===== config.mk =====
export PLATFORM = sky130hd
export DESIGN_NAME = c3d_cmd_fifo
export DESIGN_NICKNAME = d
export VERILOG_FILES = /design/src/c3d_pkg.sv /design/src/c3d_cmd_fifo.sv
export SDC_FILE = /design/constraint.sdc
export NUM_CORES = 1
export LEC_CHECK = 0
export ABC_AREA = 1
export BUFFER_PORTS_ARGS = -buffer_cell sky130_fd_sc_hd__buf_2
export CORE_MARGIN = 8
export CORE_UTILIZATION = 54
export DETAILED_ROUTE_END_ITERATION = 10
export PLACE_DENSITY = 0.88
export SLEW_MARGIN = 40
export SYNTH_ARGS = -nofsm -noshare
export SYNTH_HDL_FRONTEND = slang
export SYNTH_SLANG_ARGS = --single-unit

===== constraint.sdc =====
create_clock -name clk_i -period 2.5 [get_ports clk_i]
set_clock_uncertainty 0.1 [all_clocks]
set_input_delay 0.375 -clock clk_i [delete_from_list [all_inputs] [get_ports clk_i]]
set_output_delay 0.375 -clock clk_i [all_outputs]
set_load 0.02 [all_outputs]

===== src/c3d_pkg.sv =====
// Package for the zero-padded 3D convolution unit.
// Holds sizes, register indexes, the mode codes and the command word type.
// Used by every module of the block except c3d_ram.
package c3d_pkg;

  localparam int unsigned MaxDepthDef  = 16;
  localparam int unsigned MaxHeightDef = 64;
  localparam int unsigned MaxWidthDef  = 64;
  localparam int unsigned MaxKernelDef = 7;
  localparam int unsigned SampleBitsDef = 16;

  // Fixed port widths.
  localparam int unsigned ModeW  = 2;
  localparam int unsigned PosDW  = 4;
  localparam int unsigned PosHW  = 6;
  localparam int unsigned PosWW  = 6;
  localparam int unsigned InSampleW = 16;
  localparam int unsigned ValueW = 32;
  localparam int unsigned CfgIdxW = 3;
  localparam int unsigned CfgDataW = 7;
  localparam int unsigned KerW   = 3;

  // Mode codes. The last code is ignored by the block.
  localparam logic [ModeW-1:0] ModeImage  = 2'd0;
  localparam logic [ModeW-1:0] ModeKernel = 2'd1;
  localparam logic [ModeW-1:0] ModeRow    = 2'd2;
  localparam logic [ModeW-1:0] ModeUnused = 2'd3;

  // Register indexes.
  localparam logic [CfgIdxW-1:0] RegInDepth   = 3'd0;
  localparam logic [CfgIdxW-1:0] RegInHeight  = 3'd1;
  localparam logic [CfgIdxW-1:0] RegInWidth   = 3'd2;
  localparam logic [CfgIdxW-1:0] RegKerDepth  = 3'd3;
  localparam logic [CfgIdxW-1:0] RegKerHeight = 3'd4;
  localparam logic [CfgIdxW-1:0] RegKerWidth  = 3'd5;

  // Row command passed from the front to the back.
  typedef struct packed {
    logic             bad;
    logic [PosDW-1:0] pos_d;
    logic [PosHW-1:0] pos_h;
  } row_cmd_t;

  // Clamped sizes used by the back end.
  typedef struct packed {
    logic [6:0] dd;
    logic [8:0] hh;
    logic [6:0] ww;
    logic [KerW:0] kd;
    logic [KerW:0] kh;
    logic [KerW:0] kw;
  } sizes_t;

endpackage


===== src/c3d_cmd_fifo.sv =====
// Two-entry queue of row commands between the front and the back end.
// Depends on c3d_pkg.
module c3d_cmd_fifo import c3d_pkg::*; (
  input  logic     clk_i,
  input  logic     rst_ni,
  input  logic     push_i,
  input  row_cmd_t data_i,
  output logic     full_o,
  input  logic     pop_i,
  output logic     empty_o,
  output row_cmd_t data_o
);

  row_cmd_t  slot_q [2];
  logic      wptr_q, rptr_q;
  logic [1:0] cnt_q;

  assign full_o  = (cnt_q == 2'd2);
  assign empty_o = (cnt_q == 2'd0);
  assign data_o  = slot_q[rptr_q];

  // Pointers and count.
  always_ff @(posedge clk_i or negedge rst_ni) begin
    if (!rst_ni) begin
      wptr_q <= 1'b0;
      rptr_q <= 1'b0;
      cnt_q  <= 2'd0;
    end else begin
      if (push_i) wptr_q <= ~wptr_q;
      if (pop_i)  rptr_q <= ~rptr_q;
      cnt_q <= cnt_q + {1'b0, push_i} - {1'b0, pop_i};
    end
  end

  // Storage slots.
  always_ff @(posedge clk_i) begin
    if (push_i) slot_q[wptr_q] <= data_i;
  end

endmodule


* Word level (Yosys, flattened, before mapping) *
Memories as Yosys holds them, arrays and structs flattened.
Index checks and enable logic that the tools add are counted.

cells by class
  $add $sub $neg = 2
  eq/ne operators = 1
  muxes and demuxes = 2
  bitwise operators = 2
  reductions and logical operators = 1

operator list
  cell                  count
  $add A2 B1 Y2         1
  $eq A2 B2 Y1 const B  1
  $logic_not A2 Y1      1
  $mux W1               2
  $not A1 Y1            2
  $sub A2 B1 Y2         1

word-level totals
  register bits after elaboration = 4
  RAM bits = 22
  bits of input ports = 15
  output and inout bits = 13
  word-level logic and storage cells = 12
  memories = 1

memory list
  name    depth  width  rd ports  clocked after memory_dff  wr ports  RTL line            RTL
  slot_q  2      11     1         0                         1         c3d_cmd_fifo.sv:14  row_cmd_t slot_q [2];

* Longest topological paths before layout *
Gate-level depths: netlist of the first run.

  depth after elaboration = 2
  depth in mapped cells = 7
  mapped depth without buffers = 7

* Worst setup path after synthesis of the first run *
No wires, ideal clock.

  kind = register to output
  start point = register rptr_q
  end point = output data_o[1] (netlist name)
  arrival = 1.062 ns
  required time = 2.025 ns
  slack = 0.963 ns
  cell stages (with the launch flop) = 3
  path buffers = 1
  path through = dfrtp_1 > buf_6 > o21ai_0

RTL lines
  item                      RTL line            RTL
  start: declaration        c3d_cmd_fifo.sv:15  logic wptr_q, rptr_q;
  start signal: assignment  c3d_cmd_fifo.sv:30  if (pop_i) rptr_q <= ~rptr_q;
  end: declaration          c3d_cmd_fifo.sv:11  output row_cmd_t data_o

==> results of run 1 <==
## per-layer routing
layer | share of wire [%] | up-vias | track usage (%) | wire length (um)
li1 | - | 328 | - | -
met1 | 39 | 289 | 10.1 | 694
met2 | 51 | 22 | 19.7 | 901
met3 | 7.7 | 4 | 3.66 | 136
met4 | 1.9 | 0 | 7.14 | 34
met5 | 0 | - | 0 | 0
## timing repair
| item | 4_1_cts | 5_1_grt |
|---|---|---|
| hold endpoints to repair | 4 | 0 |
| hold buffers | 1 | 0 |
| setup buffers | 0 | 0 |
## worst max-delay path, cell delays in order (launching register included)
cell	delay, ns
sky130_fd_sc_hd__dfrtp_1	0.83
sky130_fd_sc_hd__nand2_1	0.11
sky130_fd_sc_hd__o21ai_0	0.12
sky130_fd_sc_hd__buf_2	0.21
## cell families (layout without fill, tap and decap cells)
family	Yosys count	in the layout	share of synthesized area (%)
compound gates	11	11	6.71
simple gates	21	21	7.67
fa+ha+maj	2	2	2.40
flops	26	26	72.9
xor+xnor	2	2	1.68
buf+inv	20	51	8.63
## sequential cells by signal, summed over array words and instances (netlist names)
signal / cells
slot_q: 22
wptr_q: 1
rptr_q: 1
cnt_q: 2
## per-stage QoR
step / utilization (%) / instance area (um^2) / hold WS (ns)
6_report: 66.1 / 1240 / 0.145
5_1_grt: 66.1 / 1240 / 0.118
4_1_cts: 66.1 / 1240 / 0.131
3_5_place_dp: 63.6 / 1200 / 0.0878
3_3_place_gp: 63.6 / 1200 / 0.0848
2_1_floorplan: - / 1040 / -0.0206
## report_power, final
group          internal [mW]  switching [mW]
clock                 0.0890           0.116
sequential             0.584          0.0899
combinational          0.166           0.310
## how the worst max path moves through the flow
stage,depth (start not counted),slack [ns],endpoint
finish,3,0.44,data_o[1]
global route,3,0.27,data_o[0]
CTS,3,0.44,data_o[0]
detailed placement,3,0.80,data_o[0]
global placement,2,0.86,data_o[3]
floorplan,2,0.96,data_o[1]
## cells in the mapped netlist, drive strengths merged
cell type | instances | area, um^2
edfxtp | 22 | 661
inv | 18 | 67.6
nand2 | 17 | 63.8
o21ai | 11 | 70.1
dfrtp | 4 | 100
nor2 | 3 | 11.3
buf | 2 | 22.5
ha | 2 | 25.0
xor2 | 2 | 17.5
nand3 | 1 | 5.00
## layout make-up
| class | instances | area, um^2 | area share, % |
|---|---|---|---|
| flip-flops and latches | 26 | 761 | 61.2 |
| multi-input cells | 36 | 193 | 15.5 |
| repair buffers | 29 | 153 | 12.3 |
| inverters | 18 | 67.6 | 5.43 |
| clock buffers | 4 | 36.3 | 2.92 |
| well taps | 27 | 33.8 | 2.72 |
==> results.md, run 1 <==
Die:
- The horizontal die dimension is approximately 60 um.
- The die covers around 0.0036 mm^2.
- The region available for standard cell placement spans ~0.0019 mm^2.
- The floorplan has 16 rows.
- In this run the count of I/O pins placed on the die edge is 28.
- The height of the die is 60.0 um.
- For this configuration, the core starts out at a cell density of roughly 55%.

GRT:
- The pin count of the biggest net entering global routing is 24.
- The first global-routing pass estimated 2840 um of wire.
- The number of antenna violations at the first check in global routing is 0.
- The total global routing track utilization is 10.9%.
- The number of global-route vias before repair is approximately 660.
- After global routing the overflow that remains totals 0.

Setup path:
- The flop-to-flop setup slack is between 1 and 1.5 ns.
- The worst register-to-register path ends at cnt_q[1].
- The worst setup path is launched from a flip-flop.
- The worst path arrival time is around 1.6 ns.
- For the worst setup path, the data required time is between 2 and 2.5 ns.
- STA classifies the critical path endpoint as a primary output.
- The most critical setup path has its startpoint at rptr_q.
- The cell count of the worst reg-to-reg path is 6.
- The worst register-to-register path begins at cnt_q[0].
- The highest fanout seen on the critical path is 23.
- The critical path start-end classification is flip-flop to primary output.

Synthesis:
- The synthesized instance count is around 80.
- In this run the mean area of a mapped cell was approximately 13 um^2.
- The synthesized cell area is roughly 0.0010 mm^2.
- The sequential share of the synthesized area is 72.9%.
- The post-synth net total is 99.
- The netlist uses 11 different library cells.
- The synthesis-stage register bit count is 26.
- During synthesis, Yosys emitted a total of 0 warnings.

Routing:
- The count of nets left with antenna violations once routing finished came out at 0.
- After detailed routing, the number of remaining DRC violations is 0.
- After the first detailed-routing iteration, the DRC count stood at 24.
- The mean number of vias per cell is around 4.6.
- The wire length reported by the detailed router is around 1800 um.
- Before antenna repair, the detailed router went through 4 iterations.
- In the final routed layout, each cell accounts on average for 12.6 um.
- The total number of vias is ~640.

Flow run:
- Max-cap violations in this run came to 0.

Cells and area:
- The total of fill cells in the finished design is 151.
- The antenna cell count is 0.
- The library cells used most frequently in the layout, excluding fill and tap cells, are sky130_fd_sc_hd__buf_2 (27), sky130_fd_sc_hd__edfxtp_1 (22), sky130_fd_sc_hd__inv_1 (18).
- The layout-stage area growth over the synthesis result is 19.2%.
- The most frequent standard cell in the layout excluding fill and tap cells is sky130_fd_sc_hd__buf_2.
- The final-stage net count is between 100 and 150.
- The count of non-filler cells in the finished layout is 140.
- The share of cells above drive strength 1 is 31.9%.

Worst hold path:
- The path with the worst hold slack has its endpoint at slot_q[1][0].
- The worst hold path belongs to the class primary input to flip-flop.
- The worst hold path begins at data_i[0].
- The number of cells on the worst hold path is 1.

STA:
- Dividing the final minimum period by the clock period gives 82.3%.
- Once routing completed, OpenROAD measured the worst setup slack at 0.442 ns.
- The number of failing setup endpoints in the final timing report is 0.
- The fmax is approximately 490 MHz.
- The final hold violation count is 0.
- Setup repair after global routing left no endpoint under its margin.
- The worst pin sits at a relative slew slack of 51.9%.
- The final setup TNS is 0 ns.
- The clock period minus worst slack is just over 2 ns.
- For the pin with the worst max-slew slack, the measured transition is 0.721 ns.
- The count of final max-slew check failures is 0.

Placement:
- At the placement stage, the worst setup path has a slack of ~0.8 ns.
- Detailed placement finished with a half-perimeter wire length of 1330 um.
- The number of buffers inserted by port buffering is 27.
- The total instance count after detailed placement is approximately 140.
- The congestion estimate from routability-driven global placement came to about 0.61.

Power and ir drop:
- For this design the static power due to leakage is slightly below 0.6 nW.
- The worst voltage drop across the vdd grid is around 630 uV.
- The overall power is around 1.4 mW.
- Dividing total power by cell area gives a power density of approximately 1100 mW/mm^2.

CTS:
- TritonCTS built the clock tree.
- In this run, post-CTS repair resized a total of 0 instances.
- Counting the buffers created by CTS gives 3.
- The number of buffers on the longest clock path is 2.
- The number of sinks driven by the clock tree is 26.
- The clock slew seen by the registers of the worst setup and hold paths is between 0.1 and 0.15 ns.
- CTS placed an instance of sky130_fd_sc_hd__clkbuf_4 at the clock tree root.
- The number of levels in the clock H-tree is 1.
- The clock reaches the later pin of the worst-skew pair after about 0.31 ns.

Status:
- The flow ran to the end, and the final reports show no timing, DRC or antenna violations.
Note: power is estimated with default switching activity, not from simulation.
==> run 2: changes to the inputs <==
--- a/config.mk
+++ b/config.mk
@@ -8,9 +8,9 @@
 export ABC_AREA = 1
 export BUFFER_PORTS_ARGS = -buffer_cell sky130_fd_sc_hd__buf_2
 export CORE_MARGIN = 8
-export CORE_UTILIZATION = 54
+export CORE_UTILIZATION = 45
 export DETAILED_ROUTE_END_ITERATION = 10
-export PLACE_DENSITY = 0.88
+export PLACE_DENSITY = 0.79
 export SLEW_MARGIN = 40
 export SYNTH_ARGS = -nofsm -noshare
 export SYNTH_HDL_FRONTEND = slang
==> constraint.sdc (replaced) <==
create_clock -name clk_i -period 1.88 [get_ports clk_i]
set_clock_uncertainty 0.1 [all_clocks]
set_input_delay 0.282 -clock clk_i [delete_from_list [all_inputs] [get_ports clk_i]]
set_output_delay 0.282 -clock clk_i [all_outputs]
set_load 0.02 [all_outputs]
==> run 2 against run 1 <==
  * Combinational power increased by 48%
  * Critical path depth stayed put
  * Die area up 14%
  * Register-to-register slack worse by 0.63 ns
  * Sequential power increased by 24%
  * Non-clock buffer count up 1
  * Highest routed layer unchanged
==> results.md, run 2 (synthesis gave the netlist of run 1 again) <==
Placement:
- The total half-perimeter wirelength after legalization and detailed placement is 1290 um.
- Buffers placed on the I/O ports in this run total 27.
- The worst slack at placement is approximately 0.46 ns.
- The cell area after placement is 0.00121 mm^2.
- The final weighted congestion in routability-driven placement is between 0.6 and 0.7.

Routing:
- Detailed routing inserted a total of 640 vias.
- Using the TritonRoute via totals, the vias-per-cell ratio works out to 4.51.
- The number of search-and-repair iterations in the first detailed-routing pass is 4.
- After detailed routing, the average wire length per cell comes to ~11 um.
- For this run, design rule violations remaining after detail routing come to 0.
- The starting DRC count in detailed routing is 10.
- The wire length reported by the detailed router is 1610 um.
- The remaining antenna violation count after routing is 0.

STA:
- The final hold violation count was 0.
- The final setup TNS is 0 ns.
- The worst path meets setup with roughly 0.13 ns of slack.
- The final period utilization is a little over 90%.
- Setup repair after global routing left no endpoint under its margin.
- Setup violations remaining at the end of the flow were counted as 0.
- The tightest slew margin relative to the limit is 72.9%.
- The worst slack on hold paths is approximately 0.055 ns.
- The clock period minus worst slack is approximately 1.8 ns.
- The count of final max-slew check failures was 0.
- The fmax is about 570 MHz.
- The slew at the pin with the worst max-slew slack is a little over 0.4 ns.

CTS:
- CTS built an H-tree with a depth of 1.
- The clock latency at the later pin of the worst-skew pair is 0.31 ns.
- The quantity of gates resized following cts is 0.
- The cell sitting at the root of the clock tree is a sky130_fd_sc_hd__clkbuf_4.
- Counting the buffers created by CTS gives 3.
- The number of sinks driven by the clock tree is 26.
- TritonCTS built the clock tree.
- The number of buffers on the longest clock path is 2.
- After clock tree synthesis, the clock-pin slew on the worst setup and hold paths is between 0.1 and 0.15 ns.

GRT:
- The number of antenna violations at the first check in global routing was 0.
- The total global routing track utilization is approximately 8.5%.
- The number of global-route vias before repair is roughly 680.
- The pin count of the biggest net entering global routing is 19.
- Global routing finished with a remaining overflow of 0.
- The first global-routing pass estimated 2790 um of wire.

Power and ir drop:
- Summed over all cells, the static leakage comes to between 0.5 and 0.6 nW.
- The worst voltage drop across the vdd grid is roughly 760 uV.
- Dividing total power by cell area gives a power density of around 1400 mW/mm^2.

Cells and area:
- The share of cells above drive strength 1 is between 30% and 40%.
- The area of all placed cells without fillers is 0.00125 mm^2.
- The number of flip-flops in the largest register is 22.
- The top cell types in the final layout, fill and taps aside, are sky130_fd_sc_hd__buf_2 (27), sky130_fd_sc_hd__edfxtp_1 (22), sky130_fd_sc_hd__inv_1 (18).
- The register ranked first by flip-flop count is slot_q.
- In the final layout, the registers with the most flip-flops are slot_q (22), cnt_q (2).
- Leaving out fill and tap cells, the most frequent cell in the layout is sky130_fd_sc_hd__buf_2.
- Counting the fill cells in the layout gives 205.
- The layout-stage area growth over the synthesis result is 20.0%.
- The number of antenna diodes in the final layout is 0.
- The final-stage net count is between 100 and 150.

Setup path:
- The slowest stage of the critical path is the sky130_fd_sc_hd__dfrtp_1 cell.
- For the worst setup path, the data required time is 1.50 ns.
- The worst register-to-register path has a setup slack of approximately 0.6 ns.
- The critical path contains buffers and inverters numbering 2 combined.
- Along the worst path, the maximum fanout reaches 18.
- On the critical path the largest part of the delay comes from flip-flops.
- The worst path arrival time is between 1 and 1.5 ns.
- The endpoint of the worst-slack reg-to-reg timing path is cnt_q[1].
- The kind of end point of the critical path is a primary output.
- The critical path start-end classification is flip-flop to primary output.
- STA classifies the critical path startpoint as a flip-flop.
- The delay of the slowest critical-path stage is ~0.45 ns.
- Walking the worst path, the cells encountered are buf_4 -> o21ai_0 -> buf_2.
- The worst register-to-register path begins at cnt_q[0].
- Counting buffers and inverters, the worst setup path is 3 cells deep.
- The cell count of the worst reg-to-reg path is 7.

Die:
- The horizontal die dimension is about 64 um.
- From bottom edge to top edge, the die measures around 64 um.
- The initial core utilization is a little under half.
- The total number of placement rows is 17.
- The total core area is between 0.002 and 0.0025 mm^2.
- The total die area is between 0.004 and 0.005 mm^2.
- The total I/O pin count is 28.

Worst hold path:
- The path with the worst hold slack has its endpoint at slot_q[1][4].
- The worst hold path belongs to the class primary input to flip-flop.
- In this run the most critical hold path is launched from data_i[4].
- The number of cells on the worst hold path is 1.

Flow run:
- Across the run, the number of max-cap violations was 0.

Status:
- The flow ran to the end, and the final reports show no timing, DRC or antenna violations.
[run 2: cell types whose count changed in the layout (fill, tap and decap cells not counted), sizes merged]
cell | before | now
buf | 28 | 29
[run 2: routing by layer]
metal / track usage [%] / vias to the layer above / wire, um
li1: - / 329 / -
met1: 8.20 / 288 / 657
met2: 15.4 / 21 / 792
met3: 3.48 / 2 / 138
met4: 4.09 / 0 / 22
met5: 0 / - / 0
[run 2: power by group]
| part | internal, mW | switching (mW) | total, mW | leakage (nW) |
|---|---|---|---|---|
| Sequential | 0.777 | 0.0595 | 0.837 | 0.254 |
| Clock | 0.118 | 0.147 | 0.265 | 0.0210 |
| Combinational | 0.235 | 0.469 | 0.704 | 0.311 |
| Total | 1.13 | 0.676 | 1.81 | 0.585 |
[run 2: cell type report]
type                       count  area [um^2]  area share [%]
clock buffer                   4         36.3            2.90
inverter                      18         67.6            5.39
multi-input combinational     36          193            15.4
sequential                    26          761            60.7
tap                           28         35.0            2.80
timing repair buffer          30          160            12.8
[run 2: what timing repair did]
action / 4_1_cts / 5_1_grt
endpoints found under the hold margin: 4 / 0
hold buffers: 1 / 0
buffers inserted: 0 / 0
endpoints found under the setup margin: 0 / 0
[run 2: worst max-delay path by stage]
stage                       from         to
final                     rptr_q  data_o[2]
after global routing      rptr_q  data_o[2]
after CTS                 rptr_q  data_o[2]
after detailed placement  rptr_q  data_o[2]
after global placement    rptr_q  data_o[2]
after floorplan           rptr_q  data_o[1]
[run 2: per-stage QoR]
step / power [mW] / utilization [%] / std cells
floorplan: 1.36 / - / 82
global placement: 1.54 / 54.5 / 137
detailed placement: 1.57 / 54.5 / 137
CTS: 1.84 / 56.6 / 142
global route: 1.93 / 56.6 / 142
finish: 1.81 / 56.6 / 142
[run 2: worst reg2reg max path: cells and delay by family, from the launching register on]
family,cells,cell delay (ns)
adder cells (fa/ha/maj),2,0.42
buffers and inverters,3,0.16
flip-flops,1,0.39
AND/OR/NAND/NOR,2,0.11
==> run 3: changes to the inputs <==
--- a/config.mk
+++ b/config.mk
@@ -8,10 +8,9 @@
 export ABC_AREA = 1
 export BUFFER_PORTS_ARGS = -buffer_cell sky130_fd_sc_hd__buf_2
 export CORE_MARGIN = 8
-export CORE_UTILIZATION = 45
+export CORE_UTILIZATION = 54
 export DETAILED_ROUTE_END_ITERATION = 10
-export PLACE_DENSITY = 0.79
-export SLEW_MARGIN = 40
+export PLACE_DENSITY = 0.88
 export SYNTH_ARGS = -nofsm -noshare
 export SYNTH_HDL_FRONTEND = slang
 export SYNTH_SLANG_ARGS = --single-unit
==> constraint.sdc (replaced) <==
create_clock -name clk_i -period 2.1 [get_ports clk_i]
set_clock_uncertainty 0.1 [all_clocks]
set_input_delay 0.315 -clock clk_i [delete_from_list [all_inputs] [get_ports clk_i]]
set_output_delay 0.315 -clock clk_i [all_outputs]
set_load 0.02 [all_outputs]
==> run 3 against run 2 <==
  * Flip-flop and latch count unchanged
  * Global-route usage up 0.93 points
  * Critical path depth decreased by 1
  * Via count down 2.0%
  * Setup slack gained 0.24 ns
  * Sequential power decreased by 4.7%
  * Routed wire length decreased by 3.0%
  * Core utilization increased by 9.2 points
  * Worst hold slack better by 0.049 ns
  * Final cell count is 1.4% lower
  * Highest routed layer unchanged
==> results.md, run 3 (synthesis gave the netlist of run 1 again) <==
CTS:
- The number of sinks driven by the clock tree is 26.
- CTS built an H-tree with a depth of 1.
- The clock passes through at most 2 buffers.
- The number of clock buffers added by TritonCTS is 3.
- Once the clock tree was built, the setup fixing pass inserted 0 buffers.
- Clock-pin slew was measured on the worst setup and hold paths at 0.12 ns.
- The clock latency at the later pin of the worst-skew pair is 0.29 ns.
- The cell chosen for the clock root is sky130_fd_sc_hd__clkbuf_4.
- TritonCTS built the clock tree.

Placement:
- The placed instances occupy a cell area of 0.00120 mm^2.
- The total half-perimeter wirelength after legalization and detailed placement is roughly 1200 um.
- At the end of routability-driven placement, the weighted congestion stood at about 0.6.
- Input and output buffers added on the ports amount to 27.
- The number of placed instances, taps included, is around 140.

STA:
- Hold timing on the final database bottoms out at a slack of approximately 0.10 ns.
- The count of final max-slew check failures is 0.
- The final hold violation count is 0.
- The tightest slew margin relative to the limit is 71.8%.
- The fmax is 578 MHz.
- For the pin with the worst max-slew slack, the measured transition is 0.423 ns.
- The clock period minus worst slack is around 1.7 ns.
- Setup repair after global routing left no endpoint under its margin.
- The final critical path takes up slightly above 80% of the cycle.
- Setup violations remaining at the end of the flow were counted as 0.
- The final setup TNS is 0 ns.

GRT:
- The aggregate global routing overflow is 0.
- The number of antenna violations at the first check in global routing came to 0.
- Entering global routing, the biggest net connects 24 pins.
- The total global routing track utilization is under 10%.
- The wire length of the first global-routing pass is approximately 2500 um.
- The number of global-route vias before repair is about 630.

Setup path:
- The end of the critical path is data_o[0].
- Of all nets on the critical path, the largest fanout is 23.
- The slowest cell on the critical path is sky130_fd_sc_hd__dfrtp_2.
- The critical path goes through o21ai_0 -> buf_2.
- The worst register-to-register path ends at cnt_q[1].
- The number of cells on the worst reg-to-reg path is 7.
- The kind of end point of the critical path is a primary output.
- The worst path arrival time is roughly 1.3 ns.
- The worst setup path is launched from a flip-flop.
- On the worst path, the slowest cell contributes a delay of 0.57 ns.
- The critical path starts at rptr_q.
- For the worst setup path, the data required time is 1.68 ns.
- The worst setup path is of the flip-flop to primary output kind.
- The worst register-to-register path begins at cnt_q[0].
- The flop-to-flop setup slack is slightly above 0.8 ns.

Die:
- In this run the horizontal extent of the chip is about 60 um.
- The total I/O pin count is 28.
- In this run the standard cell core region covers about 0.0019 mm^2.
- Once the floorplan was initialized, standard cells occupied between 50% and 60% of the core.
- The height of the die is between 50 and 60 um.
- The die covers 0.00360 mm^2.
- In this run the core area contains 16 standard-cell rows.

Cells and area:
- For this run, the number of standard cells in the final layout without fillers is 140.
- The register ranked first by flip-flop count is slot_q.
- The number of flip-flops in the largest register is 22.
- The antenna cell count is 0.
- The largest registers in the layout are slot_q (22), cnt_q (2).
- The final-stage net count is roughly 130.
- With fillers left out, the area of the finished cells amounts to ~0.0012 mm^2.
- The register area is around 760 um^2.
- The top cell types in the final layout, fill and taps aside, are sky130_fd_sc_hd__buf_2 (27), sky130_fd_sc_hd__edfxtp_1 (22), sky130_fd_sc_hd__inv_1 (18).
- The layout-stage area growth over the synthesis result is 18.7%.
- Of the cells placed in the final design, the portion with a size suffix greater than 1 is 32.7%.
- The total of fill cells in the finished design is around 160.
- The footprint of the multi-input gates is between 150 and 200 um^2.
- The most frequent standard cell in the layout excluding fill and tap cells is sky130_fd_sc_hd__buf_2.

Power and ir drop:
- For this design the static power due to leakage is about 0.58 nW.
- The overall power is approximately 1.6 mW.
- Dividing total power by cell area gives a power density of around 1300 mW/mm^2.
- VDD sags by at most slightly below 800 uV.

Routing:
- The detail route stage leaves a number of antenna-violating nets equal to 0.
- Dividing the detail-routed wire length by the instance count gives 11.2 um.
- The wire length reported by the detailed router is between 1500 and 2000 um.
- The total number of vias is approximately 630.
- The mean number of vias per cell is ~4.5.
- Before antenna repair, the detailed router went through 4 iterations.
- The starting DRC count in detailed routing is 6.
- For this run, design rule violations remaining after detail routing come to 0.

Flow run:
- Across the run, the number of max-cap violations was 0.

Status:
- The run finished with clean final reports.

Worst hold path:
- The path class of the tightest hold or removal check is primary input to flip-flop.
[run 3: cell types whose count changed in the layout (fill, tap and decap cells not counted)]
cell	delta
sky130_fd_sc_hd__dfrtp_2	+1
sky130_fd_sc_hd__dfrtp_1	-1
sky130_fd_sc_hd__clkbuf_8	-1
[run 3: worst min-delay path by stage]
stage	start	to	slack, ns	cells after the start
after global routing	data_i[6]	slot_q[1][6]	0.08	1
after CTS	data_i[9]	slot_q[1][9]	0.1	1
final	data_i[9]	slot_q[1][9]	0.10	1
after floorplan	rst_ni	cnt_q[0]	-0.08	0
after global placement	rst_ni	wptr_q	0.03	1
after detailed placement	rst_ni	cnt_q[0]	0.03	1
[run 3: what timing repair did]
item | in CTS | in global routing
hold buffers | 1 | 0
gates resized for setup | 0 | 1
endpoints found under the hold margin | 4 | 0
endpoints found under the setup margin | 0 | 4
[run 3: final cells by class]
type / instances / share of cell area, %
Sequential cell: 26 / 61.5
Multi-Input combinational cell: 36 / 15.6
Timing Repair Buffer: 30 / 12.9
Inverter: 18 / 5.45
Tap cell: 27 / 2.73
Clock buffer: 3 / 1.82
[run 3: metal layers]
layer | GRT usage [%] | up-vias | part of all wire [%]
li1 | - | 328 | -
met2 | 16.8 | 18 | 53
met4 | 2.04 | 0 | 0.77
met3 | 3.01 | 2 | 6.8
met1 | 10.7 | 279 | 39
met5 | 0 | - | 0
[run 3: per-stage QoR]
step                      setup WS, ns  utilization, %
after global placement           0.538            64.0
after CTS                        0.163            65.8
after global routing             0.234            65.8
after floorplan                  0.623               -
final                            0.370            65.8
after detailed placement         0.501            64.0
[run 3: critical path: cells and delay by family (launching register included)]
family / cells / cell delay (ns)
AOI/OAI and AO/OA: 1 / 0.25
buffers and inverters: 1 / 0.20
DFF: 1 / 0.57
[run 3: report_power, final]
group,internal [mW],leakage [nW],switching [mW]
clock network,0.0666,0.0138,0.119
logic,0.209,0.311,0.374
registers,0.697,0.253,0.101
