==> src/c3d_pkg.sv <==
// Package for the zero-padded 3D convolution unit.
// Holds sizes, register indexes, the mode codes and the command word type.
// Used by every module of the block except c3d_ram.
package c3d_pkg;

  localparam int unsigned MaxDepthDef  = 16;
  localparam int unsigned MaxHeightDef = 64;
  localparam int unsigned MaxWidthDef  = 64;
  localparam int unsigned MaxKernelDef = 7;
  localparam int unsigned SampleBitsDef = 16;

  // Fixed port widths.
  localparam int unsigned ModeW  = 2;
  localparam int unsigned PosDW  = 4;
  localparam int unsigned PosHW  = 6;
  localparam int unsigned PosWW  = 6;
  localparam int unsigned InSampleW = 16;
  localparam int unsigned ValueW = 32;
  localparam int unsigned CfgIdxW = 3;
  localparam int unsigned CfgDataW = 7;
  localparam int unsigned KerW   = 3;

  // Mode codes. The last code is ignored by the block.
  localparam logic [ModeW-1:0] ModeImage  = 2'd0;
  localparam logic [ModeW-1:0] ModeKernel = 2'd1;
  localparam logic [ModeW-1:0] ModeRow    = 2'd2;
  localparam logic [ModeW-1:0] ModeUnused = 2'd3;

  // Register indexes.
  localparam logic [CfgIdxW-1:0] RegInDepth   = 3'd0;
  localparam logic [CfgIdxW-1:0] RegInHeight  = 3'd1;
  localparam logic [CfgIdxW-1:0] RegInWidth   = 3'd2;
  localparam logic [CfgIdxW-1:0] RegKerDepth  = 3'd3;
  localparam logic [CfgIdxW-1:0] RegKerHeight = 3'd4;
  localparam logic [CfgIdxW-1:0] RegKerWidth  = 3'd5;

  // Row command passed from the front to the back.
  typedef struct packed {
    logic             bad;
    logic [PosDW-1:0] pos_d;
    logic [PosHW-1:0] pos_h;
  } row_cmd_t;

  // Clamped sizes used by the back end.
  typedef struct packed {
    logic [6:0] dd;
    logic [8:0] hh;
    logic [6:0] ww;
    logic [KerW:0] kd;
    logic [KerW:0] kh;
    logic [KerW:0] kw;
  } sizes_t;

endpackage

==> src/c3d_back.sv <==
// Back end: walks columns and kernel taps with one shared MAC, registers results.
// Depends on c3d_pkg.
module c3d_back import c3d_pkg::*; #(
  parameter int unsigned MaxDepth   = MaxDepthDef,
  parameter int unsigned MaxHeight  = MaxHeightDef,
  parameter int unsigned MaxWidth   = MaxWidthDef,
  parameter int unsigned MaxKernel  = MaxKernelDef,
  parameter int unsigned SampleBits = SampleBitsDef,
  localparam int unsigned ImgDepth = MaxDepth * MaxHeight * MaxWidth,
  localparam int unsigned KerDepth = MaxKernel * MaxKernel * MaxKernel,
  localparam int unsigned ImgAw = $clog2(ImgDepth),
  localparam int unsigned KerAw = $clog2(KerDepth)
) (
  input  logic                        clk_i,
  input  logic                        rst_ni,
  input  logic                        cmd_empty_i,
  input  row_cmd_t                    cmd_i,
  output logic                        cmd_pop_o,
  output logic                        busy_o,
  input  sizes_t                      sizes_i,
  output logic [ImgAw-1:0]            img_raddr_o,
  input  logic [SampleBits-1:0]       img_rdata_i,
  output logic [KerAw-1:0]            ker_raddr_o,
  input  logic [SampleBits-1:0]       ker_rdata_i,
  output logic                        empty,
  input  logic                        pop,
  output logic [ValueW-1:0]           out_value_o,
  output logic [PosWW-1:0]            out_col_o,
  output logic                        is_last_o,
  output logic                        bad_request_o
);

  typedef enum logic [1:0] {StIdle, StRun, StDrain, StEmit} state_e;

  state_e state_q;
  logic signed [7:0] col_q, x_q, y_q, z_q;
  logic [PosDW-1:0] pd_q;
  logic [PosHW-1:0] ph_q;
  logic [ValueW-1:0] sum_q;
  logic v1_q, v2_q;           // tap issued, delayed along the read pipeline
  logic inb1_q, inb2_q;       // tap lies inside the volume
  logic signed [SampleBits-1:0] a_q, b_q;
  logic mv_q;
  logic [ValueW-1:0] prod_q;

  // Output register, one word deep.
  logic ov_q;
  assign empty = !ov_q;

  // A row is being worked on while the sequencer is away from idle.
  assign busy_o = (state_q != StIdle);

  // Current tap coordinates.
  logic signed [9:0] d_s, h_s, w_s, padd, padh, padw;
  logic tap_in;
  assign padd = (sizes_i.kd == 4'd0) ? 10'sd0 : 10'((sizes_i.kd - 4'd1) >> 1);
  assign padh = (sizes_i.kh == 4'd0) ? 10'sd0 : 10'((sizes_i.kh - 4'd1) >> 1);
  assign padw = (sizes_i.kw == 4'd0) ? 10'sd0 : 10'((sizes_i.kw - 4'd1) >> 1);
  assign d_s = 10'(signed'({1'b0, pd_q})) + 10'(x_q) - padd;
  assign h_s = 10'(signed'({1'b0, ph_q})) + 10'(y_q) - padh;
  assign w_s = 10'(col_q) + 10'(z_q) - padw;
  assign tap_in = (d_s >= 0) && (d_s < signed'(10'(sizes_i.dd)))
               && (h_s >= 0) && (h_s < signed'(10'(sizes_i.hh)))
               && (w_s >= 0) && (w_s < signed'(10'(sizes_i.ww)));

  assign img_raddr_o = ImgAw'((32'(d_s) * MaxHeight + 32'(h_s)) * MaxWidth + 32'(w_s));
  assign ker_raddr_o = KerAw'((32'(x_q) * MaxKernel + 32'(y_q)) * MaxKernel
                       + 32'(z_q));

  logic kempty;
  assign kempty = (sizes_i.kd == 4'd0) || (sizes_i.kh == 4'd0) || (sizes_i.kw == 4'd0);
  logic last_tap;
  assign last_tap = kempty || ((x_q == 8'(sizes_i.kd) - 8'sd1) && (y_q == 8'(sizes_i.kh) - 8'sd1)
                    && (z_q == 8'(sizes_i.kw) - 8'sd1));

  assign cmd_pop_o = (state_q == StIdle) && !cmd_empty_i && cmd_i.bad && (!ov_q || pop)
                  || (state_q == StIdle) && !cmd_empty_i && !cmd_i.bad;

  // Sequencer, MAC pipeline and output register.
  always_ff @(posedge clk_i or negedge rst_ni) begin
    if (!rst_ni) begin
      state_q <= StIdle;
      ov_q <= 1'b0;
      v1_q <= 1'b0; v2_q <= 1'b0; mv_q <= 1'b0;
      col_q <= '0; x_q <= '0; y_q <= '0; z_q <= '0;
      inb1_q <= 1'b0; inb2_q <= 1'b0;
      pd_q <= '0; ph_q <= '0; sum_q <= '0;
      a_q <= '0; b_q <= '0; prod_q <= '0;
      out_value_o <= '0; out_col_o <= '0; is_last_o <= 1'b0; bad_request_o <= 1'b0;
    end else begin
      if (pop && ov_q) ov_q <= 1'b0;
      // RAM read data is registered, then held in a_q/b_q; multiply, then add.
      v2_q <= v1_q; inb2_q <= inb1_q;
      v1_q <= 1'b0;
      a_q <= signed'(img_rdata_i);
      b_q <= signed'(ker_rdata_i);
      mv_q <= v2_q && inb2_q;
      prod_q <= ValueW'(32'(a_q) * 32'(b_q));
      if (mv_q) sum_q <= sum_q + prod_q;
      case (state_q)
        StIdle: begin
          if (!cmd_empty_i) begin
            if (cmd_i.bad) begin
              if (!ov_q || pop) begin
                ov_q <= 1'b1;
                out_value_o <= '0; out_col_o <= '0;
                is_last_o <= 1'b1; bad_request_o <= 1'b1;
              end
            end else begin
              pd_q <= cmd_i.pos_d; ph_q <= cmd_i.pos_h;
              col_q <= '0; x_q <= '0; y_q <= '0; z_q <= '0;
              sum_q <= '0;
              state_q <= StRun;
            end
          end
        end
        StRun: begin
          v1_q <= !kempty;
          inb1_q <= tap_in;
          if (last_tap) begin
            state_q <= StDrain;
          end else if (z_q == 8'(sizes_i.kw) - 8'sd1) begin
            z_q <= '0;
            if (y_q == 8'(sizes_i.kh) - 8'sd1) begin
              y_q <= '0; x_q <= x_q + 8'sd1;
            end else begin
              y_q <= y_q + 8'sd1;
            end
          end else begin
            z_q <= z_q + 8'sd1;
          end
        end
        StDrain: begin
          if (!v1_q && !v2_q && !mv_q) state_q <= StEmit;
        end
        StEmit: begin
          if (!ov_q || pop) begin
            ov_q <= 1'b1;
            out_value_o <= sum_q;
            out_col_o <= PosWW'(col_q);
            is_last_o <= (col_q == 8'(sizes_i.ww) - 8'sd1);
            bad_request_o <= 1'b0;
            sum_q <= '0;
            x_q <= '0; y_q <= '0; z_q <= '0;
            if (col_q == 8'(sizes_i.ww) - 8'sd1) begin
              state_q <= StIdle;
            end else begin
              col_q <= col_q + 8'sd1;
              state_q <= StRun;
            end
          end
        end
        default: state_q <= StIdle;
      endcase
    end
  end

endmodule

==> config.mk <==
export PLATFORM = sky130hd
export DESIGN_NAME = c3d_back
export DESIGN_NICKNAME = d
export VERILOG_FILES = /design/src/c3d_pkg.sv /design/src/c3d_back.sv
export SDC_FILE = /design/constraint.sdc
export NUM_CORES = 1
export LEC_CHECK = 0
export ABC_AREA = 1
export BUFFER_PORTS_ARGS = -buffer_cell sky130_fd_sc_hd__buf_2
export CELL_PAD_IN_SITES_DETAIL_PLACEMENT = 1
export CELL_PAD_IN_SITES_GLOBAL_PLACEMENT = 2
export CORE_MARGIN = 2
export CORE_UTILIZATION = 25
export DETAILED_ROUTE_END_ITERATION = 8
export PLACE_DENSITY_LB_ADDON = 0.1
export SLEW_MARGIN = 20
export SYNTH_ARGS = -nofsm -noshare
export SYNTH_HDL_FRONTEND = slang
export SYNTH_SLANG_ARGS = --single-unit
==> constraint.sdc <==
create_clock -name clk_i -period 7.6 [get_ports clk_i]
set_input_delay 0.38 -clock clk_i [delete_from_list [all_inputs] [get_ports clk_i]]
set_output_delay 0.38 -clock clk_i [all_outputs]
set_load 0.02 [all_outputs]
Word-level counts from Yosys, hierarchy flattened
Index checks and enable logic that the tools add are counted.

cells by class
  add/sub/neg operators = 22
  multiply operators = 3
  magnitude comparators = 6
  eq/ne operators = 18
  mux-type cells = 55
  bitwise logic cells = 2
  reductions and logical operators = 41

operators with widths
  kind                                                                count
  two-way mux 32 bit                                                  8
  case mux 32 bit (2 select lines)                                    2
  two-way mux 8 bit                                                   13
  case mux 8 bit (3 select lines)                                     3
  adder 32 bit                                                        1
  adder 8 x 2 -> 8 bit, second input constant                         4
  equality test 8 bit                                                 4
  multiplier 16 x 16 -> 32 bit                                        1
  greater-or-equal comparator 10 x 1 -> 1 bit, second input constant  3
  subtractor 4 x 1 -> 5 bit, second input constant                    6
  subtractor 9 x 10 -> 10 bit                                         3
  two-way mux 9 bit                                                   3
  two-way mux 6 bit                                                   4
  less-than comparator 10 x 8 -> 1 bit                                2
  != test 2 bit, second input constant                                10
  AND reduction 5 bit                                                 4
  adder 16 x 10 -> 16 bit                                             1
  case mux 8 bit (2 select lines)                                     1
  logical AND 1 bit                                                   15
  adder 12 x 8 -> 13 bit                                              1
  multiplier 13 x 4 -> 9 bit, second input constant                   1
  logical NOT 4 bit                                                   3
  multiplier 8 x 4 -> 12 bit, second input constant                   1
  case mux 6 bit (2 select lines)                                     1
  23 further kinds                                                    52

word-level totals
  register bits = 186
  bits of input ports = 82
  output and inout bits = 68
  logic and storage cells = 168

Longest topological paths before layout
Gate-level depths: netlist of the first run.

  word-level depth = 9
  gate-level depth with buffers = 31
  depth with buffers taken out = 31

Worst setup path before layout of the first run
OpenSTA, ideal clock, no wires.

  kind = reg2reg
  start point = register a_q[15]
  end point = register prod_q[28]
  arrival = 5.486 ns
  slack = 1.983 ns
  stages on the path, launching flop included = 22
  clock period less this slack = 5.617 ns
  path through = dfrtp_1 clkbuf_1 nand2_1 inv_1 fa_1 fa_1 inv_1 fa_1 fa_1 inv_1 fa_1 inv_1 fa_1 inv_1 ha_1 a21oi_1 o21ai_0 nand2_1 o211ai_1 a21oi_1 o21ai_0 xor2_1

between the ends
  longest elaborated chain between the ends = 1

RTL lines
  item                          RTL line        RTL
  start: declaration            c3d_back.sv:42  logic signed [SampleBits-1:0] a_q, b_q;
  start signal: assignment      c3d_back.sv:95  a_q <= signed'(img_rdata_i);
  multiplier 16 x 16 -> 32 bit  c3d_back.sv:98  prod_q <= ValueW'(32'(a_q) * 32'(b_q));
  end signal: assignment        c3d_back.sv:98
  end: declaration              c3d_back.sv:44  logic [ValueW-1:0] prod_q;

Every way passes these cells.
A chain may end at the register's enable or synchronous reset.

Worst setup path after layout of the first run
  start point = register x_q[2]
  end point = output ker_raddr_o[8]

between the ends
  longest elaborated chain between the ends = 4

RTL lines
  item                        RTL line         RTL
  start: declaration          c3d_back.sv:36   logic signed [7:0] col_q, x_q, y_q, z_q;
  start signal: assignment    c3d_back.sv:85   col_q <= '0; x_q <= '0; y_q <= '0; z_q <= '0;
  start signal: assignment    c3d_back.sv:111  col_q <= '0; x_q <= '0; y_q <= '0; z_q <= '0;
  start signal: assignment    c3d_back.sv:125  y_q <= '0; x_q <= x_q + 8'sd1;
  multiplier 8 x 4 -> 12 bit  c3d_back.sv:67   assign ker_raddr_o = KerAw'((32'(x_q) * MaxKernel + 32'(y_q)) * MaxKernel
  adder 12 x 8 -> 13 bit      c3d_back.sv:67
  multiplier 13 x 4 -> 9 bit  c3d_back.sv:67
  adder 9 x 8 -> 9 bit        c3d_back.sv:68   + 32'(z_q));
  end: declaration            c3d_back.sv:23   output logic [KerAw-1:0] ker_raddr_o,

Every way passes these cells.

==> impl_summary.log, run 1 <==
INFO  metric finalNetCount = 3,985
INFO  metric cp.required = 7.22 ns
INFO  metric place_congestion = 0.839
INFO  metric grt_max_degree = 90
INFO  metric final.min_clock_period = 6.52 ns
INFO  metric grt.total_usage = 0.166
INFO  metric post_route_skew = 0.0270 ns
INFO  metric grt_pass1_vias = 22,500
INFO  metric number_of_buffers_created_by_cts = 17
INFO  metric status = complete, no violations
INFO  metric grt_first_pass_wirelength = 132 mm
INFO  metric timing.slew.headroom = 0.414
INFO  metric report.final.setup_viol = 0
INFO  metric die_w = 319 µm
INFO  metric postSynthCellCount = 3,229
INFO  metric synth_area_leaders = sky130_fd_sc_hd__fa_1, sky130_fd_sc_hd__dfrtp_1, sky130_fd_sc_hd__inv_1
INFO  metric cts.sink_count = 186
INFO  metric setup.worst_path.start_class = flop
INFO  metric drv_cap = 0
INFO  metric yosys.cell_types.count = 48
INFO  metric clock_tree.root_cell = sky130_fd_sc_hd__clkbuf_16
INFO  metric unrepaired_setup_endpoints_after_global_routing = no
INFO  metric cts-root-to-sink-buffers = 2
INFO  metric largest_fanout_on_the_critical_path = 7
INFO  metric reg2reg_to = prod_q[31]$_DFF_PN0_
INFO  metric final_max_slew_viol_count = 0
INFO  metric postCtsResizedCells = 0
INFO  metric critical_path.endpoint = ker_raddr_o[8]
INFO  metric worst_setup_path_startpoint = x_q[2]$_DFFE_PN0P_
INFO  metric die_area = 102,000 µm²
INFO  metric crit_arrival = 6.14 ns
INFO  metric postCtsHoldBufs = 33
INFO  metric seq_area_frac_synth = 0.187
INFO  metric fin_setup_tns = 0 ns
INFO  metric reg2reg_setup_slack = 1.29 ns
INFO  metric synth_area = 24,900 µm²
INFO  metric worst-slew-pin-transition = 0.879 ns
INFO  metric worst_skew_pair_later_pin_latency = 0.51 ns
INFO  metric areaGrowthSynthToFinish = 12.4%
INFO  metric htree_num_levels = 4
INFO  metric most_frequent_cells_after_synthesis = sky130_fd_sc_hd__inv_1, sky130_fd_sc_hd__nand2_1, sky130_fd_sc_hd__fa_1
INFO  metric synth_warnings = 0
INFO  metric post_drt_wl_per_cell = 17.6 µm
INFO  metric detail_route.wirelength = 82.3 mm
INFO  metric route.antenna.remaining_nets = 0
INFO  metric placement_row_count = 115
INFO  metric final_hold_viol_count = 0
INFO  metric starting_density_of_the_core = 0.253
INFO  metric max_freq = 0.153 GHz
INFO  metric post-synth-top-area-cell = sky130_fd_sc_hd__fa_1
INFO  metric edff_count_synth = 0
INFO  metric synth_top_cell_area_share = 0.248
INFO  metric grt_antenna_before_repair = 0
INFO  metric port_buffers = 149
INFO  metric clk_pin_slew_worst_paths = 0.09 ns
INFO  metric timing.setup.critical_path_class = flop to primary output
INFO  metric design.portCount = 150
INFO  metric dieHeight = 319 µm
INFO  metric crit-reg2reg-launch = b_q[1]$_DFF_PN0_
INFO  metric most_instantiated_library_cell_after_synthesis = sky130_fd_sc_hd__inv_1
INFO  metric postSynthRegisterBits = 186
INFO  metric detailed_place_hpwl = 69.8 mm
INFO  metric cp-end-kind = primary output
INFO  metric cts_tree = done
INFO  metric worst_reg2reg_path_depth = 20
INFO  metric cts_post_setup_buffers_inserted = 0
INFO  metric post_synth.cell_area_avg = 7.70 µm²
INFO  metric avgViaCountPerCell = 4.37
INFO  metric async_flop_share = 1.00
INFO  metric postSynth.topFlopCell = sky130_fd_sc_hd__dfrtp_1
INFO  metric min_period_over_period = 0.858
INFO  metric num_vias = 20,400
INFO  metric globalRoute.totalOverflow = 0
INFO  metric min_path_type = input pin to flop
INFO  metric share_of_post_route_cells_with_drive_strength_above_1 = 0.0731
INFO  metric drt_pre_antenna_iters = 4
INFO  metric drc = 0
INFO  metric placeableCoreArea = 98,400 µm²
INFO  metric detail_route.iter0.violations = 651
INFO  metric num-fill-cells = 11,900
cell usage in the layout, fill, tap and decap left out, types with 14 or more instances in the layout:
| cell type | synthesis | layout |
|---|---|---|
| sky130_fd_sc_hd__clkbuf_16 | 0 | 17 |
| sky130_fd_sc_hd__o21bai_1 | 14 | 14 |
| sky130_fd_sc_hd__a22o_1 | 22 | 22 |
| sky130_fd_sc_hd__a21oi_1 | 135 | 135 |
| sky130_fd_sc_hd__nand2_1 | 722 | 722 |
| sky130_fd_sc_hd__xor2_1 | 68 | 68 |
| sky130_fd_sc_hd__o21ai_0 | 113 | 113 |
| sky130_fd_sc_hd__o211ai_1 | 16 | 16 |
| sky130_fd_sc_hd__fa_1 | 308 | 308 |
| sky130_fd_sc_hd__dfrtp_1 | 186 | 186 |
| sky130_fd_sc_hd__dlygate4sd3_1 | 0 | 33 |
| sky130_fd_sc_hd__inv_1 | 818 | 817 |
| sky130_fd_sc_hd__nor3_1 | 21 | 21 |
| sky130_fd_sc_hd__nand3_1 | 127 | 126 |
| sky130_fd_sc_hd__ha_1 | 228 | 228 |
| sky130_fd_sc_hd__xnor2_1 | 30 | 30 |
| sky130_fd_sc_hd__nor2_1 | 181 | 181 |
| sky130_fd_sc_hd__buf_2 | 6 | 148 |
| sky130_fd_sc_hd__nand4_1 | 40 | 40 |
final cells by class:
| cell class | instances | area, µm² | area share |
|---|---|---|---|
| multi-input combinational | 2144 | 16800 | 0.601 |
| sequential | 186 | 4650 | 0.167 |
| inverter | 826 | 3100 | 0.111 |
| tap | 1287 | 1610 | 0.0576 |
| timing repair buffer | 192 | 1160 | 0.0416 |
| clock buffer | 17 | 425 | 0.0152 |
| clock inverter | 15 | 179 | 0.00640 |
| antenna | 2 | 5.00 | 0.000179 |
critical path, cell delays in order, from the launching register on:
cell and delay, ns:
sky130_fd_sc_hd__dfrtp_1 0.59, sky130_fd_sc_hd__ha_1 0.34, sky130_fd_sc_hd__inv_1 0.09, sky130_fd_sc_hd__fa_1 0.52, sky130_fd_sc_hd__inv_1 0.05, sky130_fd_sc_hd__fa_1 0.44, sky130_fd_sc_hd__ha_1 0.41, sky130_fd_sc_hd__nand2_1 0.12
sky130_fd_sc_hd__or2_2 0.32, sky130_fd_sc_hd__nand3_1 0.08, sky130_fd_sc_hd__nand2_1 0.10, sky130_fd_sc_hd__nand2_1 0.10, sky130_fd_sc_hd__inv_1 0.08, sky130_fd_sc_hd__ha_1 0.32, sky130_fd_sc_hd__fa_1 0.48, sky130_fd_sc_hd__fa_1 0.45
sky130_fd_sc_hd__or2_2 0.33, sky130_fd_sc_hd__nand2_1 0.06, sky130_fd_sc_hd__nand2_1 0.05, sky130_fd_sc_hd__nand2_1 0.13, sky130_fd_sc_hd__nand3_1 0.12, sky130_fd_sc_hd__nand2_1 0.08, sky130_fd_sc_hd__nand2_1 0.06, sky130_fd_sc_hd__nand2_1 0.06
sky130_fd_sc_hd__nand2_1 0.04, sky130_fd_sc_hd__nand2_1 0.04, sky130_fd_sc_hd__buf_2 0.16
per-layer routing:
| metal | GRT usage | vias to the layer above | routed length [µm] |
|---|---|---|---|
| li1 | - | 10000 | - |
| met1 | 0.240 | 10200 | 42800 |
| met2 | 0.269 | 169 | 37200 |
| met3 | 0.0185 | 41 | 1410 |
| met4 | 0.0300 | 0 | 892 |
| met5 | 0 | - | 0 |
how the worst min path moves through the flow:
stage | startpoint | end | slack (ns) | depth (start not counted)
floorplan | rst_ni | a_q[0]$_DFF_PN0_ | 0.08 | 0
global placement | v1_q$_DFF_PN0_ | v2_q$_DFF_PN0_ | 0.37 | 0
detailed placement | v1_q$_DFF_PN0_ | v2_q$_DFF_PN0_ | 0.36 | 0
CTS | cmd_i[2] | ph_q[2]$_DFFE_PN0P_ | 0.07 | 3
global route | cmd_i[3] | ph_q[3]$_DFFE_PN0P_ | 0.10 | 3
finish | cmd_i[3] | ph_q[3]$_DFFE_PN0P_ | 0.12 | 3
kinds of logic (layout without fill, tap and decap cells):
kind of cell | count (synthesis) | in the layout | synth area share
buf+inv | 910 | 1050 | 0.139
xor+xnor | 98 | 98 | 0.0345
simple gates | 1147 | 1147 | 0.195
other cells | 2 | 15 | 0.000302
fa+ha+maj | 536 | 536 | 0.363
compound gates | 350 | 350 | 0.0814
flops | 186 | 186 | 0.187
metrics by stage:
step | area [µm²] | std cells | hold slack (ns) | utilization | setup WS (ns)
floorplan | 24900 | 3240 | 0.0844 | - | 1.98
global placement | 27000 | 4602 | 0.370 | 0.274 | 1.36
detailed placement | 27000 | 4602 | 0.363 | 0.274 | 1.24
CTS | 27900 | 4667 | 0.0669 | 0.284 | 0.892
global route | 27900 | 4667 | 0.102 | 0.284 | 0.619
finish | 27900 | 4669 | 0.117 | 0.284 | 1.08
flip-flops by register name, summed over array words and instances, names as in the netlist, 16 cells and up:
name,count
b_q,16
a_q,16
out_value_o,32
prod_q,32
sum_q,32
Power of run 1 is not shown: default switching activity piles up to over one toggle a cycle in this logic, so the estimate is an artifact.
==> run 2, diff against run 1 <==
--- a/config.mk
+++ b/config.mk
@@ -13,6 +13,7 @@
 export CORE_UTILIZATION = 25
 export DETAILED_ROUTE_END_ITERATION = 8
 export PLACE_DENSITY_LB_ADDON = 0.1
+export REMOVE_ABC_BUFFERS = 1
 export SLEW_MARGIN = 20
 export SYNTH_ARGS = -nofsm -noshare
 export SYNTH_HDL_FRONTEND = slang
==> run 2 against run 1 <==
  * Worst setup slack lost 0.12 ns
  * Sequential cell count unchanged
  * Via count increased by 0.19%
  * Core utilization about the same
  * Global-route usage grew 0.30 points
  * Wire length rose by 2.3%
  * Critical endpoint is now prod_q[29]$_DFF_PN0_
==> impl_summary.log, run 2 (same netlist as run 1, synthesis figures left out) <==
INFO  metric min_period_over_period = 0.874 (+0.0163)
INFO  metric reg2reg_to = prod_q[29]$_DFF_PN0_
INFO  metric reg2reg_setup_slack = 0.95 ns (-0.34 ns)
INFO  metric setup.worst_path.start_class = flop
INFO  metric final_hold_viol_count = 0 (unchanged)
INFO  metric report.final.setup_viol = 0 (unchanged)
INFO  metric drv_cap = 0 (unchanged)
INFO  metric numPlacedInstances = 4,604 (+0.043%)
INFO  metric place_congestion = 0.807 (-3.8%)
INFO  metric combined_area_of_the_multi_input_logic_cells = 16,800 µm² (about the same)
INFO  metric worst_reg2reg_path_depth = 18 (-10%)
INFO  metric areaGrowthSynthToFinish = 12.5%
INFO  metric detailed_place_hpwl = 71.3 mm (+2.1%)
INFO  metric mostFrequentLayoutCell = sky130_fd_sc_hd__inv_1
INFO  metric final_max_slew_viol_count = 0 (unchanged)
INFO  metric worst-slew-pin-transition = 1.04 ns (+0.160 ns)
INFO  metric post_route_skew = 0.0284 ns (+0.00145 ns)
INFO  metric number_of_buffers_created_by_cts = 17 (unchanged)
INFO  metric globalRoute.totalOverflow = 0 (unchanged)
INFO  metric port_buffers = 149 (unchanged)
INFO  metric clock_tree.root_cell = sky130_fd_sc_hd__clkbuf_16
INFO  metric crit-reg2reg-launch = b_q[2]$_DFF_PN0_
INFO  metric share_of_post_route_cells_with_drive_strength_above_1 = 0.0733 (+0.000252)
INFO  metric clk_pin_slew_worst_paths = 0.11 ns (+0.02 ns)
INFO  metric final.min_clock_period = 6.65 ns (+0.124 ns)
INFO  metric postCtsResizedCells = 0 (unchanged)
INFO  metric route.antenna.remaining_nets = 0 (unchanged)
INFO  metric insertedDiodeCount = 0 (-2)
INFO  metric detail_route.iter0.violations = 734 (+13%)
INFO  metric finalNetCount = 3,987 (+0.050%)
INFO  metric pre_cts_slack = 0.819 ns (-0.416 ns)
INFO  metric crit_arrival = 7.08 ns (+0.94 ns)
INFO  metric timing.hold.worst.start = cmd_i[3]
INFO  metric post_drt_wl_per_cell = 18.0 µm (+2.3%)
INFO  metric cts-root-to-sink-buffers = 2 (unchanged)
INFO  metric cp-end-kind = flop
INFO  metric num-fill-cells = 12,000 (+0.67%)
INFO  metric drt_pre_antenna_iters = 4 (unchanged)
INFO  metric die_w = 319 µm (unchanged)
INFO  metric worst_hold_path.num_cells = 3 (unchanged)
INFO  metric worst_skew_pair_later_pin_latency = 0.53 ns (+0.02 ns)
INFO  metric largest_fanout_on_the_critical_path = 16 (+9)
INFO  metric dieHeight = 319 µm (unchanged)
INFO  metric worst_slack = 0.954 ns (-0.124 ns)
INFO  metric timing.slew.headroom = 0.307 (-0.106)
INFO  metric area.sequential = 4650 µm² (unchanged)
INFO  metric met3_usage_grt = 0.0197 (+0.00114)
INFO  metric fin_cells = 4,669 (unchanged)
INFO  metric cts_post_setup_buffers_inserted = 0 (unchanged)
INFO  metric placeableCoreArea = 98,400 µm² (unchanged)
INFO  metric unrepaired_setup_endpoints_after_global_routing = no
INFO  metric num_vias = 20,400 (+0.19%)
INFO  metric largest_registers = out_value_o: 32 flops, prod_q: 32 flops, sum_q: 32 flops
INFO  metric avgViaCountPerCell = 4.38 (+0.19%)
INFO  metric cts_tree = done
INFO  metric most-common-layout-cells = sky130_fd_sc_hd__inv_1, sky130_fd_sc_hd__nand2_1, sky130_fd_sc_hd__fa_1, sky130_fd_sc_hd__ha_1, sky130_fd_sc_hd__dfrtp_1
INFO  metric placement_row_count = 115 (unchanged)
INFO  metric cts.sink_count = 186 (unchanged)
INFO  metric fin_setup_tns = 0 ns (unchanged)
INFO  metric starting_density_of_the_core = 0.253 (unchanged)
INFO  metric grt_pass1_vias = 22,800 (+1.0%)
INFO  metric timing.setup.critical_path_class = flop to flop
INFO  metric grt.busiest_layer = met2
INFO  metric die_area = 102,000 µm² (unchanged)
INFO  metric design.portCount = 150 (unchanged)
INFO  metric min_path_type = input pin to flop
INFO  metric grt_max_degree = 86 (-4.4%)
INFO  metric grt_antenna_before_repair = 4 (+4)
INFO  metric grt.met1_usage = 0.218 (-0.0216)
INFO  metric htree_num_levels = 4 (unchanged)
INFO  metric grt_util_met2 = 0.300 (+0.0309)
INFO  metric status = complete, no violations
INFO  metric hold_end = ph_q[3]$_DFFE_PN0P_
INFO  metric cp.required = 8.03 ns (+0.81 ns)
INFO  metric grt_first_pass_wirelength = 133 mm (+0.76%)
INFO  metric detail_route.wirelength = 84.2 mm (+2.3%)
INFO  metric grt.total_usage = 0.169 (+0.00296)
INFO  metric max_freq = 0.150 GHz (-1.9%)
INFO  metric drc = 0 (unchanged)
-- run 2: changes by cell type in the layout (fill, tap and decap cells not counted), sizes merged --
cell,before,now
diode,2,0
buf,159,161
bufinv,1,0
inv,831,832
-- run 2: stage by stage --
step                hold slack [ns]  cell area [µm²]  utilization
global route                 0.0951            28000        0.284
global placement              0.369            27000        0.274
floorplan                    0.0844            24500            -
finish                        0.104            28000        0.284
detailed placement            0.364            27000        0.274
CTS                          0.0518            28000        0.284
-- run 2: area by class of cell --
cell class                 count  share of cell area
clock buffer                  17              0.0152
clock inverter                15             0.00734
inverter                     826               0.111
multi-input combinational   2144               0.601
sequential                   186               0.166
tap                         1287              0.0576
timing repair buffer         194              0.0421
-- run 2: what timing repair did --
item / CTS / global route
endpoints found under the hold margin: 115 / 0
hold buffers: 33 / 0
endpoints found under the setup margin: 0 / 0
-- run 2: worst max-delay path, cell delays in order (launching register included) --
cell	delay, ns
sky130_fd_sc_hd__dfrtp_1	0.94
sky130_fd_sc_hd__nand2_1	0.21
sky130_fd_sc_hd__inv_1	0.13
sky130_fd_sc_hd__fa_1	0.58
sky130_fd_sc_hd__fa_1	0.73
sky130_fd_sc_hd__fa_1	0.55
sky130_fd_sc_hd__inv_1	0.05
sky130_fd_sc_hd__fa_1	0.49
sky130_fd_sc_hd__inv_1	0.05
sky130_fd_sc_hd__fa_1	0.53
sky130_fd_sc_hd__inv_1	0.05
sky130_fd_sc_hd__fa_1	0.53
sky130_fd_sc_hd__inv_1	0.04
sky130_fd_sc_hd__ha_1	0.39
sky130_fd_sc_hd__nand2_1	0.15
sky130_fd_sc_hd__nor4_1	0.60
sky130_fd_sc_hd__nand3_1	0.15
sky130_fd_sc_hd__nand2_1	0.19
sky130_fd_sc_hd__xor2_1	0.17
-- run 2: how the worst max path moves through the flow --
| stage | from | endpoint | slack (ns) | depth (start not counted) |
|---|---|---|---|---|
| 6_report | b_q[2]$_DFF_PN0_ | prod_q[29]$_DFF_PN0_ | 0.95 | 18 |
| 5_1_grt | b_q[2]$_DFF_PN0_ | prod_q[29]$_DFF_PN0_ | 0.50 | 18 |
| 4_1_cts | b_q[1]$_DFF_PN0_ | prod_q[29]$_DFF_PN0_ | 0.79 | 18 |
| 3_5_place_dp | b_q[1]$_DFF_PN0_ | prod_q[29]$_DFF_PN0_ | 0.82 | 18 |
| 3_3_place_gp | b_q[2]$_DFF_PN0_ | prod_q[29]$_DFF_PN0_ | 0.83 | 18 |
| 2_1_floorplan | a_q[15]$_DFF_PN0_ | prod_q[28]$_DFF_PN0_ | 2.09 | 20 |
-- run 2: layer usage --
metal  vias to the layer above  part of all wire
li1                       9996                 -
met1                     10200              0.46
met2                       185              0.50
met3                        54             0.018
met4                         2             0.016
met5                         -           0.00015
Power of run 2 is left out for the same reason.
